### src/design/lzwd_fifo.sv
// Short request queue between unpacker and decoder.
module lzwd_fifo #(
	parameter int W     = 14,
	parameter int DEPTH = 4
) (
	input  logic         clk,
	input  logic         arst_n,
	input  logic         push,
	input  logic [W-1:0] wr_data,
	input  logic         pop,
	output logic [W-1:0] rd_data,
	output logic         full,
	output logic         empty
);

	localparam int PTR_W = $clog2(DEPTH);
	localparam int CNT_W = $clog2(DEPTH + 1);

	logic [W-1:0]     mem_q [DEPTH];
	logic [PTR_W-1:0] wr_ptr_q, rd_ptr_q;
	logic [CNT_W-1:0] count_q;

	assign full    = count_q == CNT_W'(DEPTH);
	assign empty   = count_q == '0;
	assign rd_data = mem_q[rd_ptr_q];

	always_ff @(posedge clk) begin
		if (push) mem_q[wr_ptr_q] <= wr_data;
	end

	always_ff @(posedge clk or negedge arst_n) begin
		if (!arst_n) begin
			wr_ptr_q <= '0;
			rd_ptr_q <= '0;
			count_q  <= '0;
		end else begin
			if (push) wr_ptr_q <= (wr_ptr_q == PTR_W'(DEPTH - 1)) ? '0 : wr_ptr_q + 1'b1;
			if (pop)  rd_ptr_q <= (rd_ptr_q == PTR_W'(DEPTH - 1)) ? '0 : rd_ptr_q + 1'b1;
			count_q <= count_q + CNT_W'(push) - CNT_W'(pop);
		end
	end

endmodule

### config.mk
export PLATFORM = sky130hd
export DESIGN_NAME = lzwd_fifo
export DESIGN_NICKNAME = d
export VERILOG_FILES = /design/src/design/lzwd_fifo.sv
export SDC_FILE = /design/constraint.sdc
export NUM_CORES = 1
export LEC_CHECK = 0
export BUFFER_PORTS_ARGS = -buffer_cell sky130_fd_sc_hd__buf_2
export CORE_MARGIN = 2
export CORE_UTILIZATION = 35
export CTS_BUF_LIST = sky130_fd_sc_hd__clkbuf_4 sky130_fd_sc_hd__clkbuf_8
export CTS_CLUSTER_SIZE = 14
export DETAILED_ROUTE_END_ITERATION = 10
export GPL_ROUTABILITY_DRIVEN = 0
export GPL_TIMING_DRIVEN = 0
export PLACE_DENSITY = 0.51
export SLEW_MARGIN = 5
export SYNTH_ARGS = -nofsm -noshare
export SYNTH_HDL_FRONTEND = slang
export SYNTH_SLANG_ARGS = --single-unit
### constraint.sdc
create_clock -name clk -period 2.4 [get_ports clk]
set_input_delay 0.24 -clock clk [delete_from_list [all_inputs] [get_ports clk]]
set_output_delay 0.24 -clock clk [all_outputs]
set_load 0.05 [all_outputs]
### After elaboration in Yosys (flattened, before gate mapping)

Memory sizes are Yosys's and may differ from the RTL's.
Cells that the tools add are included.
Widths: inputs -> output; s select.

| word-level totals | value |
|---|---|
| memory bits (writable) | 56 |
| register bits after elaboration | 7 |
| memories | 1 |

Memories:

| memory | depth | bits a word | read ports | clocked after memory_dff | wr ports | RTL line | source |
|---|---|---|---|---|---|---|---|
| mem_q | 4 | 14 | 1 | 0 | 1 | 19 | `logic [W-1:0] mem_q [DEPTH];` |

| operators by class | value |
|---|---|
| mux-type cells | 4 |
| reductions and logical operators | 1 |
| $add $sub $neg | 4 |
| eq/ne operators | 3 |

Operators with widths:

| operator | number |
|---|---|
| $add 2x1->2 const B | 2 |
| $eq 2x2->1 const B | 2 |
| $mux 2 | 2 |
| $add 3x1->3 | 1 |
| $eq 3x3->1 const B | 1 |
| $logic_not 3->1 | 1 |
| $sub 3x1->3 | 1 |
| $mux 1 | 2 |

### Logic depth before layout (Yosys ltp)

| depth | value |
|---|---|
| depth after elaboration | 2 |
| depth in mapped cells | 7 |
| depth with buffers taken out | 7 |

### Worst setup path after synthesis

Ideal clock, no wire load.

| path | value |
|---|---|
| path type | reg2out |
| start point | reg count_q[2] |
| end point | out empty |
| cell stages (with the launch flop) | 2 |
| path slack | 0.692 ns |
| required time | 2.160 ns |
| arrival | 1.468 ns |
| path buffers | 0 |
| cell sequence | dfrtp_1 -> nor3_1 |

| on the way | value |
|---|---|
| cells in the longest elaborated chain, start to end | 1 |

Ends and longest elaborated chain:

| what | RTL line | source |
|---|---|---|
| from (decl) | 21 | `logic [CNT_W-1:0] count_q;` |
| from (signal assigned) | 39 | `count_q <= count_q + CNT_W'(push) - CNT_W'(pop);` |
| $logic_not 3->1 | 24 | `assign empty = count_q == '0;` |
| to (decl) | 13 | `output logic empty` |

No other way between the ends.

### Worst setup path after layout

| path | value |
|---|---|
| start point | reg rd_ptr_q[1] |
| end point | out rd_data[8] |

| on the way | value |
|---|---|
| cells in the longest elaborated chain, start to end | 1 |

Ends and longest elaborated chain:

| what | RTL line | source |
|---|---|---|
| from (decl) | 20 | `logic [PTR_W-1:0] wr_ptr_q, rd_ptr_q;` |
| from (signal assigned) | 38 | `if (pop) rd_ptr_q <= (rd_ptr_q == PTR_W'(DEPTH - 1)) ? '0 : rd_ptr_q + 1'b1;` |
| $mem_v2 4x14 | - |  |
| to (decl) | 11 | `output logic [W-1:0] rd_data,` |

No other way between the ends.

==> out/summary.txt <==
Synth Area per Inst: 22.6 um2
Largest net degree at the start of global routing: 15
Die height: 87.9 um
Initial antenna violation count: 0
1st-iter DRT viols: 42
Routed WL: 4080 um
Final nets: 180
Final setup viols: 0
Most frequent cells in the layout: edfxtp_1, buf_2, clkbuf_8
Clock Pin Slew Worst Setup and Hold Paths: 0.06 ns
Via Count: 1151
Hold WS: 0.129 ns
Clock tree buffer depth: 2
CTS H-tree lvls: 3
Reg2reg end: count_q[2]$_DFF_PN0_
LEAKAGE: 1.10 nW
Clock root cell: clkbuf_8
Mapped Nets: 135
Vias/cell: 4.51
Relative slew slack: 47.6%
Total Routing Usage GR: 11.7%
Area Growth Syn to Fin: 19.6%
Setup TNS: 0 ns
Critical path class: register to primary output
CP Capture Type: primary output
Worst Max-Slew Pin Slew: 0.786 ns
FF-to-FF path depth: 7
Filler cell count: 615
Hold Fails Final Rpt: 0
Worst path required time: 2.16 ns
Reg2reg setup slack: 0.71 ns
Fraction of layout cells with a size suffix above 1: 39.0%
Worst vdd ir: 0.782 mV
Element type at the critical path start: register
Max-cap viol count: 0
Period utilisation layout: 83.8%
Most common cell after layout, fill and taps aside: edfxtp_1
Worst skew pair latency: 0.32 ns
Global-route wire length before repair: 6380 um
Hold endpoint: mem_q[2][7]$_DFFE_PP_
Mapped cell area: 0.00246 mm2
Min Tclk post-route: 2.01 ns
Port bufs: 33
Total CTS buffers: 9
Fmax: 0.497 GHz
Setup crit start: rd_ptr_q[1]$_DFFE_PN0P_
Fin. max-slew vios: 0
Cell Pwr Density: 1320 mW/mm2
Sequential fraction of the synthesis area: 75.4%
Post-route DRC: 0
Vias in the first global route: 1272
Core ar.: 0.00679 mm2
Pre-Repair DR Iteration Count: 4
Cells after Synth: 109
Worst Path Max Fanout: 10
IO Pins: 34
DIE WIDTH: 87.9 um
Hold wc startpoint: wr_data[7]
ANT cells: 0
Post-synthesis cell type count: 19
PostCTS Resize Cnt: 0
Reg2reg start: count_q[0]$_DFF_PN0_
Min-Delay Path Class: input port to register
Post-CTS Hold Fix Bufs: 1
CTS tree: yes
Clock Skew: 0.00398 ns
Sink Count: 63
ANT nets after route: 0
Global route total overflow: 0
Setup bufs post-CTS: 0
CP Data Arrival Time: 1.77 ns
Hold depth: 1
Starting Density: 36.3%
Count of state elements after synthesis: 63
Status: completed
Post-DP HPWL: 2610 um
Die ar.: 0.00773 mm2
Unrepaired setup endpoints after global routing: no
FP Rows: 30
WL/cell: 16.0 um
Yosys warns: 0
==> worst max-delay path by stage <==
stage	to	slack, ns	depth (start not counted)
2_1_floorplan	empty	0.69	1
6_report	rd_data[8]	0.39	3
3_5_place_dp	mem_q[2][12]$_DFFE_PP_	0.68	3
5_1_grt	rd_data[8]	0.29	3
3_3_place_gp	rd_data[9]	0.72	3
4_1_cts	rd_data[8]	0.35	3
==> flip-flops by register name, summed over array words and instances, names as in the netlist <==
name      flops
count_q       3
rd_ptr_q      2
wr_ptr_q      2
mem_q        56
==> power by group <==
group          total [mW]  internal [mW]  leakage, nW  switching (mW)
Combinational        1.52          0.511        0.397            1.01
Clock               0.856          0.494        0.101           0.362
Sequential           1.52           1.43        0.597          0.0878
==> per-stage QoR <==
| step | setup slack [ns] | power (mW) | cells | instance area, um2 | utilization (%) |
|---|---|---|---|---|---|
| 2_1_floorplan | 0.692 | 2.74 | 109 | 2460 | - |
| 3_3_place_gp | 0.723 | 3.03 | 238 | 2750 | 40.5 |
| 3_5_place_dp | 0.681 | 3.10 | 238 | 2750 | 40.5 |
| 4_1_cts | 0.348 | 3.97 | 255 | 2950 | 43.4 |
| 5_1_grt | 0.289 | 4.10 | 255 | 2950 | 43.4 |
| 6_report | 0.388 | 3.90 | 255 | 2950 | 43.4 |
==> synthesized netlist by cell type <==
cell type	count	area [um2]
mux2_2	2	22.5
nor2_1	1	3.75
and3_1	1	6.26
buf_6	1	11.3
inv_1	6	22.5
o21ai_0	2	10.0
fa_1	1	20.0
mux4_2	8	180
and2_1	4	25.0
buf_12	1	20.0
ha_1	7	87.6
nand2_1	1	3.75
buf_2	1	5.00
or3b_2	1	8.76
xnor2_1	2	17.5
edfxtp_1	56	1680
mux4_1	6	158
dfrtp_1	7	175
nor3_1	1	5.00
==> worst max-delay path, cell delays in order (launching register included) <==
cell	delay (ns)
dfrtp_1	0.51
buf_2	0.35
mux4_2	0.36
buf_2	0.23
==> metal layers <==
layer / global-route usage [%] / vias up / part of all wire, %
met2: 19.6 / 21 / 53
li1: - / 531 / -
met3: 2.92 / 8 / 3.8
met1: 13.4 / 591 / 42
met5: 0 / - / 0
met4: 7.69 / 0 / 1.4
==> logic make-up after synthesis <==
logic type                 share of synthesized area [%]
buffers and inverters                               2.39
xor gates and xnor gates                           0.711
DFF                                                 75.4
adders and majority gates                           4.37
AOI/OAI and AO/OA                                  0.406
muxes                                               14.6
and+or+nand+nor                                     2.13
==> final cells by class <==
class	count	area (um2)	area share (%)
buffer	3	36.3	1.23
clock buffer	11	139	4.71
clock inverter	5	48.8	1.66
inverter	6	22.5	0.764
multi-input combinational	37	548	18.6
sequential	63	1860	63.0
tap	96	120	4.08
timing repair buffer	34	175	5.94
Note: power is estimated with default switching activity, not from simulation.
